[src/sv/assert_macros.svh]
// shared assertion macros, clocked on clk and disabled while rst_n is low
`ifndef ASSERT_MACROS_SVH
`define ASSERT_MACROS_SVH

// implication checked at every rising edge out of reset
`define CHK_PROP(label, prop, msg) \
  label: assert property (@(posedge clk) disable iff (!rst_n) (prop)) else $error(msg);

// antecedent at one edge, consequent at the next edge
`define CHK_NEXT(label, ante, cons, msg) \
  label: assert property (@(posedge clk) disable iff (!rst_n) (ante) |=> (cons)) \
    else $error(msg);

`endif

[src/sv/rtcm3fs_pkg.sv]
package rtcm3fs_pkg;

  localparam int unsigned BYTE_W  = 8;
  localparam int unsigned CNT_W   = 11;
  localparam int unsigned LEN_W   = 10;
  localparam int unsigned TYPE_W  = 12;
  localparam int unsigned HDR_W   = 24;
  localparam int unsigned ODATA_W = 40;

  localparam logic [BYTE_W-1:0] PREAMBLE = 8'hD3;

  // last header byte that is shifted into the header register
  localparam logic [CNT_W-1:0] HDR_LAST_IDX = 11'd4;
  // byte that completes the length field
  localparam logic [CNT_W-1:0] LEN_IDX      = 11'd2;
  // header bytes plus parity bytes around the payload
  localparam logic [CNT_W-1:0] HDR_BYTES    = 11'd3;
  localparam logic [CNT_W-1:0] PAR_BYTES    = 11'd3;

  typedef struct packed {
    logic              in_frame;
    logic [CNT_W-1:0]  byte_index;
    logic              frame_done;
    logic [CNT_W-1:0]  frame_bytes;
    logic [TYPE_W-1:0] message_type;
  } res_t;

endpackage

[src/sv/rtcm3_frame_sync.sv]
// rtcm3_frame_sync: byte-wide deframer for rtcm version 3 frames
// in channel: one received byte per beat on in_tdata
// out channel: exactly one beat per input byte
//   out_tuser  = in_frame (byte belongs to a frame)
//   out_tlast  = frame_done (byte is the last parity byte of a frame)
//   out_tdata  = byte_index, frame_bytes, message_type
// bytes outside a frame are reported with every field zero; a preamble
// value seen inside a frame is plain frame data, there is no resync
// the result beat is registered and visible in the cycle after the input beat
// throughput: one byte per cycle while the receiver does not stall; the update is
//   11-bit adds and compares on the byte count plus a preamble match ahead of the output register
// in_tready is high while the output register is empty or being drained,
//   so a stalled receiver stalls the input with no beat lost
// reset (synchronous, rst_n low) empties the output register and returns
//   the block to preamble hunting
// parity is not checked
module rtcm3_frame_sync
  import rtcm3fs_pkg::*;
(
  input  logic               clk,
  input  logic               rst_n,
  input  logic               in_tvalid,
  output logic               in_tready,
  input  logic [BYTE_W-1:0]  in_tdata,   // [7:0] rx_byte
  output logic               out_tvalid,
  input  logic               out_tready,
  output logic [ODATA_W-1:0] out_tdata,  // [10:0] byte_index, [21:11] frame_bytes,
                                         // [33:22] message_type, [39:34] zero
  output logic               out_tuser,  // [0] in_frame
  output logic               out_tlast   // frame_done
);

  `include "assert_macros.svh"

  // frame state
  logic [CNT_W-1:0] count_r, count_nxt;   // 0 means hunting for preamble
  logic [CNT_W-1:0] plen3_r, plen3_nxt;   // payload length plus 3
  logic [HDR_W-1:0] hdr_r,   hdr_nxt;     // header bytes shifted in

  // output register
  logic             out_valid_r;
  res_t             res_r, res_nxt;

  logic             in_fire;
  logic             idle;
  logic             is_pre;
  logic [CNT_W-1:0] cnt_inc;
  logic             done;

  assign in_tready = !out_valid_r || out_tready;
  assign in_fire   = in_tvalid && in_tready;

  assign idle    = (count_r == '0);
  assign is_pre  = (in_tdata == PREAMBLE);
  assign cnt_inc = count_r + 11'd1;

  always_comb begin
    // header shift on bytes 1 to 4
    hdr_nxt = hdr_r;
    if (idle) begin
      if (is_pre) begin
        hdr_nxt = '0;
      end
    end else if (count_r <= HDR_LAST_IDX) begin
      hdr_nxt = {hdr_r[HDR_W-BYTE_W-1:0], in_tdata};
    end

    // length field complete once byte 2 is in
    plen3_nxt = plen3_r;
    if (!idle && count_r == LEN_IDX) begin
      plen3_nxt = CNT_W'(hdr_nxt[LEN_W-1:0]) + HDR_BYTES;
    end

    // frame ends after length plus six bytes
    done = !idle && (count_r >= LEN_IDX) && (cnt_inc >= plen3_nxt + PAR_BYTES);

    if (idle) begin
      count_nxt = is_pre ? 11'd1 : '0;
    end else if (done) begin
      count_nxt = '0;
    end else begin
      count_nxt = cnt_inc;
    end
  end

  always_comb begin
    res_nxt              = '0;
    res_nxt.in_frame     = !idle || is_pre;
    res_nxt.byte_index   = idle ? '0 : count_r;
    res_nxt.frame_done   = done;
    res_nxt.frame_bytes  = done ? cnt_inc : '0;
    res_nxt.message_type = done ? hdr_nxt[TYPE_W+3:4] : '0;
  end

  always_ff @(posedge clk) begin
    if (!rst_n) begin
      count_r     <= '0;
      plen3_r     <= '0;
      hdr_r       <= '0;
      out_valid_r <= 1'b0;
    end else begin
      if (in_fire) begin
        count_r <= count_nxt;
        plen3_r <= plen3_nxt;
        hdr_r   <= hdr_nxt;
      end
      if (in_tready) begin
        out_valid_r <= in_tvalid;
      end
    end
  end

  // result payload, no reset needed
  always_ff @(posedge clk) begin
    if (in_fire) begin
      res_r <= res_nxt;
    end
  end

  assign out_tvalid = out_valid_r;
  assign out_tuser  = res_r.in_frame;
  assign out_tlast  = res_r.frame_done;
  assign out_tdata  = {{(ODATA_W - 2*CNT_W - TYPE_W){1'b0}},
                       res_r.message_type, res_r.frame_bytes, res_r.byte_index};

  // checks
  `CHK_PROP(a_done_in_frame, (out_tvalid && out_tlast) |-> out_tuser,
            "frame end reported on a byte outside a frame")
  `CHK_PROP(a_len_matches_idx,
            (out_tvalid && out_tlast) |-> (res_r.frame_bytes == res_r.byte_index + 11'd1),
            "frame length disagrees with index of last byte")
  `CHK_PROP(a_drop_zero, (out_tvalid && !out_tuser) |-> (out_tdata == '0 && !out_tlast),
            "dropped byte carries nonzero fields")
  `CHK_NEXT(a_done_to_idle, (in_fire && done), (count_r == '0),
            "block did not return to hunting after frame end")

endmodule

[config.mk]
export PLATFORM = sky130hd
export DESIGN_NAME = rtcm3_frame_sync
export DESIGN_NICKNAME = d
export VERILOG_FILES = /design/src/sv/rtcm3fs_pkg.sv /design/src/sv/rtcm3_frame_sync.sv
export VERILOG_INCLUDE_DIRS = /design/src /design/src/sv
export SDC_FILE = /design/constraint.sdc
export NUM_CORES = 1
export LEC_CHECK = 0
export ABC_AREA = 1
export BUFFER_PORTS_ARGS = -buffer_cell sky130_fd_sc_hd__buf_2
export CORE_UTILIZATION = 55
export DETAILED_ROUTE_END_ITERATION = 16
export PLACE_DENSITY = 0.8
export SYNTH_ARGS = -nofsm -noshare
export SYNTH_HDL_FRONTEND = slang
export SYNTH_SLANG_ARGS = --single-unit
[constraint.sdc]
create_clock -name clk -period 4.7 [get_ports clk]
set_input_delay 0.94 -clock clk [delete_from_list [all_inputs] [get_ports clk]]
set_output_delay 0.94 -clock clk [all_outputs]
set_load 0.005 [all_outputs]
# Yosys cells after proc, flatten, opt, wreduce, memory -nomap -nowiden
# Index checks and enable logic that the tools add are counted.
# Widths: inputs -> output; s select.
[classes]
div_mod_pow = 0
bitwise_logic = 0
mul = 0
n_shift = 0
magnitude_cmp = 3
n_addsub = 3
mux = 7
eq_ne = 2
reduce_logical = 9
[op_table]
columns = ["operator", "count"]
rows = [
  ["$mux 16", 3],
  ["$mux 11", 3],
  ["$add 10x2->11 const B", 1],
  ["$add 11x1->11 const B", 1],
  ["$add 11x2->11 const B", 1],
  ["$eq 11x2->1 const B", 1],
  ["$ge 11x11->1", 1],
  ["$ge 11x2->1 const B", 1],
  ["$le 11x3->1 const B", 1],
  ["$logic_not 11->1", 1],
  ["$eq 8x8->1 const B", 1],
  ["$logic_and 1x1->1", 4],
  ["$logic_not 1->1", 2],
  ["$logic_or 1x1->1", 2],
  ["$mux 1", 1],
]
[totals]
rom_bits = 0
latchBits = 0
input_bits = 12
reg_bits = 75
mem_bits_rw = 0
elab_cells = 33
memories = 0

# Depth between registers and ports, before layout
# Gate-level depths: netlist (run 1).
[logic_depth]
depth_word = 10
mapped_depth = 32
depth_no_buf = 31

# Worst setup path before layout (run 1)
# No wires, ideal clock.
[synth_path]
path_type = "input-to-reg"
from = "input port in_tdata[2]"
to = "register res_r (netlist bit out_tdata[11]) (data pin)"
required_ns = 4.435
path_stages = 27
arrival_ns = 3.986
setup_time_ns = 0.265
path_slack_ns = 0.449
path_cell_list = "inv_1 -> nand2_1 -> nor2_1 -> nand2_1 -> nand3_4 -> nand2_4 -> nand2_2 -> nand2_2 -> inv_1 -> ha_1 -> o21ai_1 -> inv_1 -> ha_1 -> a21oi_2 -> nand3_2 -> nor2_2 -> xor2_1 -> ha_1 -> a21oi_1 -> o21ai_0 -> nand2_1 -> nand2_1 -> nand3_1 -> nand3_1 -> o21ai_1 -> clkbuf_1 -> nor2_1"
[synth_via]
elab_chain_len = 8
[synth_rtl]
columns = ["item", "line", "text"]
rows = [
  ["start, declared", "rtcm3_frame_sync.sv:24", "input logic [BYTE_W-1:0] in_tdata,"],
  ["$eq 8x8->1", "rtcm3_frame_sync.sv:54", "assign is_pre = (in_tdata == PREAMBLE);"],
  ["$mux 16", "rtcm3_frame_sync.sv:61", "if (is_pre) begin"],
  ["$mux 16 (*)", "rtcm3_frame_sync.sv:60", "if (idle) begin"],
  ["$add 10x2->11 (*)", "rtcm3_frame_sync.sv:71", "plen3_nxt = CNT_W'(hdr_nxt[LEN_W-1:0]) + HDR_BYTES;"],
  ["$mux 11 (*)", "rtcm3_frame_sync.sv:70", "if (!idle && count_r == LEN_IDX) begin"],
  ["$add 11x2->11 (*)", "rtcm3_frame_sync.sv:75", "done = !idle && (count_r >= LEN_IDX) && (cnt_inc >= plen3_nxt + PAR_BYTES);"],
  ["$ge 11x11->1 (*)", "rtcm3_frame_sync.sv:75", ""],
  ["$logic_and 1x1->1 (*)", "rtcm3_frame_sync.sv:75", ""],
  ["end signal, assigned", "rtcm3_frame_sync.sv:116", "res_r <= res_nxt;"],
  ["end, declared", "rtcm3_frame_sync.sv:42", "res_t res_r, res_nxt;"],
]
# Every way passes the cells marked *; elsewhere a longest branch is shown, timed or not.
# A chain may end at the register's enable or synchronous reset.

# Final worst setup path (run 1)
[layout_path]
from = "register count_r[1]"
to = "register res_r (netlist bit out_tdata[29]) (data pin)"
[layout_via]
elab_chain_len = 8
[layout_rtl]
columns = ["item", "line", "text"]
rows = [
  ["start, declared", "rtcm3_frame_sync.sv:36", "logic [CNT_W-1:0] count_r, count_nxt;"],
  ["start signal, assigned", "rtcm3_frame_sync.sv:103", "count_r <= count_nxt;"],
  ["$le 11x3->1", "rtcm3_frame_sync.sv:64", "end else if (count_r <= HDR_LAST_IDX) begin"],
  ["$mux 16", "rtcm3_frame_sync.sv:64", ""],
  ["$mux 16", "rtcm3_frame_sync.sv:60", ""],
  ["$add 10x2->11", "rtcm3_frame_sync.sv:71", ""],
  ["$mux 11", "rtcm3_frame_sync.sv:70", ""],
  ["$add 11x2->11", "rtcm3_frame_sync.sv:75", ""],
  ["$ge 11x11->1", "rtcm3_frame_sync.sv:75", ""],
  ["$logic_and 1x1->1", "rtcm3_frame_sync.sv:75", ""],
]
# Parallel ways exist; a longest one is shown, timed or not.

==> results of run 1 <==
-- final cells by class --
type,count,area (um2)
clock buffer,11,141
fill,663,2790
inverter,85,323
tap,102,128
sequential,75,1860
multi-input combinational,374,2070
timing repair buffer,60,332
clock inverter,5,77.6
-- logic make-up (layout without fill, tap and decap cells) --
kind of cell / after synthesis / after routing
fa+ha+maj: 15 / 15
xor+xnor: 14 / 14
flops: 75 / 75
buf+inv: 117 / 161
simple gates: 270 / 270
compound gates: 69 / 69
other cells: 1 / 6
-- cells in the final DEF (no fill, tap or decap), types with 3 or more instances in the layout --
| cell | n |
|---|---|
| nand2_1 | 118 |
| inv_1 | 74 |
| nor2_1 | 55 |
| buf_2 | 49 |
| nand3_1 | 44 |
| dfxtp_1 | 39 |
| edfxtp_1 | 36 |
| a21oi_1 | 30 |
| nand2_2 | 17 |
| ha_1 | 15 |
| xor2_1 | 12 |
| o21ai_0 | 12 |
| o211ai_1 | 12 |
| clkbuf_8 | 10 |
| buf_4 | 10 |
| nor2_2 | 9 |
| inv_2 | 8 |
| nand4_1 | 6 |
| conb_1 | 6 |
| nand2_4 | 5 |
| nor2_4 | 4 |
| a32oi_1 | 4 |
| clkinv_2 | 3 |
-- sequential cells by signal, summed over array words and instances, names as in the netlist --
register / cells
out_tvalid: 1
out_tdata: 34
plen3_r: 11
hdr_r: 16
out_tlast: 1
out_tuser: 1
count_r: 11
-- through the flow --
stage,std cells,worst slack (ns)
floorplan,566,0.449
global placement,694,0.180
detailed placement,694,0.0233
CTS,710,0.273
global route,712,0.0411
finish,712,0.366
-- power by group through the flow --
stage	combinational, uW	clock, uW	sequential, uW
3_5_place_dp	139	0	735
3_3_place_gp	133	0	734
5_1_grt	158	586	723
6_report	141	553	721
4_1_cts	139	556	721
2_1_floorplan	95.9	0	737
-- worst paths after layout --
path	depth (start not counted)	end	slack [ns]	start
worst max-delay path	27	out_tdata[29]$_SDFFCE_PN0P_	0.37	count_r[1]$_SDFFE_PN0P_
worst min-delay path	2	hdr_r[11]$_SDFFE_PN0P_	0.49	hdr_r[11]$_SDFFE_PN0P_
worst max register to register	27	out_tdata[29]$_SDFFCE_PN0P_	0.37	count_r[1]$_SDFFE_PN0P_
worst min register to register	2	hdr_r[11]$_SDFFE_PN0P_	0.49	hdr_r[11]$_SDFFE_PN0P_
-- synthesized netlist by cell type (all sizes together) (7+ instances only) --
cell    instances  area share (%)
xor2           12             2.4
nor2           69             7.5
o21ai          16             1.9
dfxtp          39              18
inv            83             7.1
o211ai         12             2.0
nand4           7             1.3
ha             15             4.3
nand3          47             5.9
edfxtp         36              25
a21oi          32             3.8
buf            13             2.2
nand2         141              14
clkbuf         19             1.6
-- tightest hold or removal path, cell delays in order (launching register included) --
cell,delay [ns]
dfxtp_1,0.33
nand2_1,0.06
a21oi_1,0.06
-- per-layer routing --
metal | part of all wire, % | GRT usage [%]
met1 | 42 | 31.6
met2 | 48 | 42.2
met3 | 7.9 | 5.11
met4 | 2.6 | 12.2
met5 | 0 | 0.641
-- timing repair --
action                     in CTS  in global routing
resized for setup               0                  4
buffers inserted                0                  1
setup endpoints to repair       0                 23
==> flow_summary.yaml, run 1 <==
logic_synthesis:
  yosysUniqueCellTypes: 44
  synth_top_family_by_area: "simple AND/OR/NAND/NOR gates"
  synth_cells: 561
  synth-seq-area-share_pct: 42.3
  synth_edf_count: 36
  synth_compound_area_share_pct: 9.56
  synth_simple_gate_area_share_pct: 29.8
  syn_area_um2: 4400
  ys_async_sr_fraction_pct: 0
  synthMuxAreaShare_pct: 0
  ys_ff_latch: 75
  syn_avg_cell_area_um2: 7.84
  synth-xor-area-share_pct: 2.79
  yosys_warnings: 0
  synthFlopType: "dfxtp_1"
  synth_adder_area_share_pct: 4.27
min_path:
  hp-class: "reg -> reg"
clocking:
  cts.sinks: 75
  htreeDepth: 3
  cts_buffer_depth: 2
  root_buffer: "clkbuf_8"
  cts_buffers: 9
  cts_hold_buf: 0
  clk_latency_ns: 0.36
  clk_pin_slew_worst_paths_ns: 0.08
  cts_tree: "yes"
floorplanning:
  initial_core_util_pct: 56.9
  num_rows: 32
  core_area_um2: 7730
  die_x_um: 91.4
  io_pins: 56
  die-area_um2: 8360
  die_h_um: 91.4
power_and_ir_drop:
  p_total_uw: 1410
  seqPwrFrac_pct: 50.9
  cellLeakagePower_uw: 0.00229
  comb_power_share_pct: 9.9
  p_sw_share_pct: 24.3
  internal_power_uw: 1070
  ir_drop_v: 0.000199
  p_sw_uw: 343
  pwr_density_cell_nw_per_um2: 287
  p_clk_share_pct: 39.1
route:
  viasPerCell: 5.43
  routed_wl_um: 10100
  vias: 3866
  drc_errors: 0
  wl_per_cell_um: 14.2
  dr.pass1.iters: 5
  ant_nets: 0
  first_iter_violations: 338
timing:
  maxSlewViolCount: 0
  skew_ns: 0.00843
  whs_ns: 0.492
  fmax_mhz: 231
  setup_viol: 0
  layout_min_cycle_time_ns: 4.33
  rsz0062_at_grt: "no"
  finalSetupTns_ns: 0
  maxSlewHeadroom_pct: 38.7
  worst_pin_slew_ns: 0.914
  hold_viol_final: 0
  layout_worst_path_cycle_share_pct: 92.2
placed_design:
  post-dp-hpwl_um: 7100
  place.gp.congestion: 0.956
  placed_area_um2: 4690
  io_buffers: 49
layout:
  syn2layout_area_growth_pct: 12.3
  drive_gt1_share_pct: 22.0
  antenna_cells: 0
  fin_util_pct: 63.9
  final_cell_area_um2: 4940
  nets: 632
global_route:
  grt_max_degree: 43
  grt_pass1_vias: 3588
  grt_antenna_before_repair: 0
  track_usage_pct: 25.5
  grt_overflow: 0
  grt_first_pass_wirelength_um: 16700
status:
  status: "completed"
critical_path:
  crit_path_end_kind: "register"
  required_ns: 4.91
  path_buf_inv: 5
  crit_family: "simple AND/OR/NAND/NOR gates"
  slowest_delay_ns: 0.31
  critPathKind: "reg -> reg"
  start_kind: "register"
  arrival_ns: 4.54
  crit_slowest_cell: "dfxtp_1"
  cp_max_fo: 18
flow_run:
  maxCapViolCount: 0
Power figures use the tool's default switching activity.
==> run 2, diff against run 1 <==
--- a/config.mk
+++ b/config.mk
@@ -10,7 +10,7 @@
 export BUFFER_PORTS_ARGS = -buffer_cell sky130_fd_sc_hd__buf_2
 export CORE_UTILIZATION = 55
 export DETAILED_ROUTE_END_ITERATION = 16
-export PLACE_DENSITY = 0.8
+export PLACE_DENSITY = 0.76
 export SYNTH_ARGS = -nofsm -noshare
 export SYNTH_HDL_FRONTEND = slang
 export SYNTH_SLANG_ARGS = --single-unit
==> run 2 against run 1 <==
- sequential share of layout area is 0.12 points higher
- global-route usage hardly changed
- die area stayed put
- design area is 0.33% lower
- non-clock buffer count is 4 lower
- register-to-register slack better by 0.02 ns
==> flow_summary.yaml, run 2 (synthesized netlist as in run 1, its figures left out) <==
power_and_ir_drop:
  pwr_density_cell_nw_per_um2: 290
  cellLeakagePower_uw: 0.00228
  seqPwrFrac_pct: 50.5
  comb_power_share_pct: 9.8
  ir_drop_v: 0.000194
  p_sw_share_pct: 25.6
  p_sw_uw: 364
  internal_power_uw: 1060
  p_clk_share_pct: 39.7
layout:
  drive_gt1_share_pct: 21.8
  syn2layout_area_growth_pct: 11.9
  multi_input_area_um2: 2070
  antenna_cells: 0
  largest_register_ffs: 34
  fillCellCount: 659
  ff_latch_area_um2: 1860
  fin_util_pct: 63.7
  mostFrequentLayoutCells: "118 x nand2_1, 74 x inv_1, 55 x nor2_1"
  nets: 628
  final_common_cell: "nand2_1"
floorplanning:
  io_pins: 56
  die_x_um: 91.4
  initial_core_util_pct: 56.9
  die-area_um2: 8360
  num_rows: 32
  die_h_um: 91.4
  core_area_um2: 7730
timing:
  skew_ns: 0.00834
  finalSetupTns_ns: 0
  layout_min_cycle_time_ns: 4.31
  setup_viol: 0
  worst_pin_slew_ns: 0.915
  fmax_mhz: 232
  whs_ns: 0.488
  rsz0062_at_grt: "no"
  layout_worst_path_cycle_share_pct: 91.8
  hold_viol_final: 0
  maxSlewHeadroom_pct: 38.6
  timing.final.ws_setup_ns: 0.386
  maxSlewViolCount: 0
critical_path:
  required_ns: 4.97
  crit_path_end_kind: "register"
  slowest_delay_ns: 0.33
  ff2ff_path_depth: 29
  arrival_ns: 4.58
  cp_max_fo: 31
  crit_slowest_cell: "dfxtp_1"
  path_common_cell: "ha_1"
  start_kind: "register"
  r2r_start: "count_r[1]$_SDFFE_PN0P_"
  critPathLaunch: "count_r[1]$_SDFFE_PN0P_"
  critPathKind: "reg -> reg"
route:
  first_iter_violations: 246
  drc_errors: 0
  wl_per_cell_um: 13.9
  vias: 3776
  ant_nets: 0
  viasPerCell: 5.33
  routed_wl_um: 9870
  dr.pass1.iters: 7
clocking:
  postCtsSetupBuffers: 0
  htreeDepth: 3
  cts.sinks: 75
  cts_tree: "yes"
  cts_buffer_depth: 2
  clk_pin_slew_worst_paths_ns: 0.09
  cts_buffers: 9
  root_buffer: "clkbuf_8"
  clk_latency_ns: 0.36
global_route:
  grt_antenna_before_repair: 0
  grt_overflow: 0
  track_usage_pct: 25.5
  grt_first_pass_wirelength_um: 16700
  grt_max_degree: 81
  grt_pass1_vias: 3539
min_path:
  hp-class: "reg -> reg"
  hp-start: "hdr_r[3]$_SDFFE_PN0P_"
  hold_path_depth: 2
status:
  status: "completed"
placed_design:
  post-dp-hpwl_um: 6930
  io_buffers: 49
  preCtsSetupSlack_ns: 0.110
  place.gp.congestion: 0.942
flow_run:
  maxCapViolCount: 0
==> run 2: critical path: cells and delay by family, from the launching register on <==
family / cells / cell delay [ns]
AOI/OAI and AO/OA: 6 / 0.83
xor gates and xnor gates: 1 / 0.18
adders and majority gates: 4 / 0.91
buffers and inverters: 4 / 0.54
DFF: 1 / 0.33
and+or+nand+nor: 14 / 1.44
==> run 2: path summary, 6_finish.rpt <==
kind                                           endpoint  slack, ns
worst max-delay path            count_r[4]$_SDFFE_PN0P_       0.39
worst min-delay path              hdr_r[3]$_SDFFE_PN0P_       0.49
worst max register to register  count_r[4]$_SDFFE_PN0P_       0.39
worst min register to register    hdr_r[3]$_SDFFE_PN0P_       0.49
==> run 2: through the flow <==
step	instance area, um2	cells	power (uW)
after floorplan	4420	566	833
after global placement	4690	692	869
after detailed placement	4690	692	873
after CTS	4910	708	1430
after global routing	4920	708	1480
final	4920	708	1430
==> run 2: area by class of cell <==
cell class | count | area share [%]
Sequential cell | 75 | 37.8
Inverter | 85 | 6.56
Timing Repair Buffer | 56 | 6.31
Tap cell | 102 | 2.59
Clock inverter | 7 | 2.06
Clock buffer | 9 | 2.52
Multi-Input combinational cell | 374 | 42.1
==> run 2: power groups by stage <==
stage	combinational [uW]	clock (uW)	sequential, uW
floorplan	95.9	0	737
global placement	135	0	734
detailed placement	138	0	735
CTS	139	570	720
global route	160	598	723
finish	140	566	720
==> run 2: timing repair <==
item                                    4_1_cts  5_1_grt
endpoints found under the setup margin        0       30
gates resized for setup                       0        1
hold buffers                                  0        0
==> run 2: per-layer routing <==
metal	global-route usage (%)	share of wire [%]	vias up
met5	0	0	-
met4	12.7	3.4	0
met3	3.43	6.5	31
met2	41.0	47	168
met1	33.7	43	1699
li1	-	-	1878
==> run 3, diff against run 2 <==
--- a/config.mk
+++ b/config.mk
@@ -8,9 +8,8 @@
 export LEC_CHECK = 0
 export ABC_AREA = 1
 export BUFFER_PORTS_ARGS = -buffer_cell sky130_fd_sc_hd__buf_2
-export CORE_UTILIZATION = 55
+export CORE_UTILIZATION = 45
 export DETAILED_ROUTE_END_ITERATION = 16
-export PLACE_DENSITY = 0.76
 export SYNTH_ARGS = -nofsm -noshare
 export SYNTH_HDL_FRONTEND = slang
 export SYNTH_SLANG_ARGS = --single-unit
==> constraint.sdc (replaced) <==
create_clock -name clk -period 4.7 [get_ports clk]
set_input_delay 0 -clock clk [delete_from_list [all_inputs] [get_ports clk]]
set_output_delay 0 -clock clk [all_outputs]
set_load 0.005 [all_outputs]
==> run 3 against run 2 <==
- sequential cell count unchanged
- maximum frequency is 0.10% higher
- non-clock buffer count increased by 4
- design area increased by 0.51%
- clock skew rose by 0.0053 ns
- sequential share of layout area is 0.17 points lower
- clock power fell by 17%
- global-route usage fell by 3.9 points
- highest routed layer unchanged
==> flow_summary.yaml, run 3 (synthesized netlist as in run 1, its figures left out) <==
timing:
  worst_pin_slew_ns: 0.922
  maxSlewHeadroom_pct: 38.1
  finalSetupTns_ns: 0
  layout_worst_path_cycle_share_pct: 91.7
  maxSlewViolCount: 0
  setup_viol: 0
  rsz0062_at_grt: "no"
  fmax_mhz: 232
  skew_ns: 0.0137
  hold_viol_final: 0
  layout_min_cycle_time_ns: 4.31
global_route:
  grt_first_pass_wirelength_um: 16800
  grt_pass1_vias: 3422
  track_usage_pct: 21.7
  grt_overflow: 0
  grt_max_degree: 42
  grt_antenna_before_repair: 0
clocking:
  clk_pin_slew_worst_paths_ns: 0.09
  cts_buffer_depth: 2
  cts_buffers: 9
  clk_latency_ns: 0.36
  cts.sinks: 75
  cts_tree: "yes"
  root_buffer: "clkbuf_8"
  htreeDepth: 3
layout:
  nets: 632
  antenna_cells: 0
  final_common_cell: "nand2_1"
  drive_gt1_share_pct: 22.6
  syn2layout_area_growth_pct: 12.5
  fin_util_pct: 52.8
  mostFrequentLayoutCells: "118 x nand2_1, 73 x inv_1, 54 x nor2_1"
  largest_register_ffs: 34
critical_path:
  critPathKind: "reg -> reg"
  path_common_cell: "ha_1"
  start_kind: "register"
  arrival_ns: 4.58
  cp_max_fo: 18
  required_ns: 4.97
  crit_path_end_kind: "register"
  slowest_delay_ns: 0.40
  crit_slowest_cell: "dfxtp_2"
floorplanning:
  die_x_um: 101
  io_pins: 56
  num_rows: 35
  die_h_um: 101
  die-area_um2: 10200
  core_area_um2: 9370
  initial_core_util_pct: 46.9
power_and_ir_drop:
  pwr_density_cell_nw_per_um2: 269
  ir_drop_v: 0.000117
  cellLeakagePower_uw: 0.00227
route:
  wl_per_cell_um: 13.7
  first_iter_violations: 198
  drc_errors: 0
  ant_nets: 0
  dr.pass1.iters: 5
  vias: 3681
  routed_wl_um: 10200
  viasPerCell: 4.98
min_path:
  hp-class: "in -> reg"
status:
  status: "completed"
placed_design:
  post-dp-hpwl_um: 7450
  io_buffers: 49
  place.gp.congestion: 0.887
flow_run:
  maxCapViolCount: 0
## run 3: metrics by stage
stage,cells,hold WS (ns),total power (uW),cell area [um2],worst slack [ns]
2_1_floorplan,566,0.102,833,4420,0.617
6_report,739,0.0318,1330,4950,0.390
5_1_grt,739,0.0243,1390,4950,0.0266
3_5_place_dp,721,0.295,876,4730,0.144
4_1_cts,738,0.0285,1340,4920,0.120
3_3_place_gp,721,0.285,874,4730,0.321
## run 3: final cells by class
cell class | count | area (um2)
Fill cell | 940 | 4430
Multi-Input combinational cell | 374 | 2080
Sequential cell | 75 | 1860
Timing Repair Buffer | 60 | 334
Inverter | 85 | 323
Tap cell | 129 | 161
Clock buffer | 9 | 124
Clock inverter | 7 | 57.6
## run 3: path summary, 6_finish.rpt
| kind | start | end | slack (ns) | depth (start not counted) |
|---|---|---|---|---|
| setup / recovery | count_r[0]$_SDFFE_PN0P_ | count_r[10]$_SDFFE_PN0P_ | 0.39 | 27 |
| hold / removal | rst_n | hdr_r[13]$_SDFFE_PN0P_ | 0.03 | 3 |
| setup reg to reg | count_r[0]$_SDFFE_PN0P_ | count_r[10]$_SDFFE_PN0P_ | 0.39 | 27 |
| hold reg to reg | hdr_r[14]$_SDFFE_PN0P_ | hdr_r[14]$_SDFFE_PN0P_ | 0.49 | 2 |
## run 3: critical path: cells and delay by family (launching register included)
family / cells / cell delay (ns)
adders and majority gates: 4 / 0.99
AOI/OAI and AO/OA: 5 / 0.78
buffers and inverters: 4 / 0.44
and+or+nand+nor: 13 / 1.37
DFF: 1 / 0.40
xor gates and xnor gates: 1 / 0.23
## run 3: timing repair
item | CTS | global route
hold buffers | 1 | 0
setup endpoints to repair | 0 | 35
buffers inserted | 0 | 1
gates resized for setup | 0 | 6
endpoints found under the hold margin | 1 | 0
## run 3: routing by layer
metal  GRT usage (%)  share of wire (%)
met1            29.7                 48
met5               0                  0
met3            3.33                5.0
met4            6.91                1.4
met2            35.0                 46
## run 3: where the power goes
group	total [uW]	switching (uW)	internal, uW
Sequential	721	10.5	710
Combinational	143	91.6	51.2
Clock	470	270	200
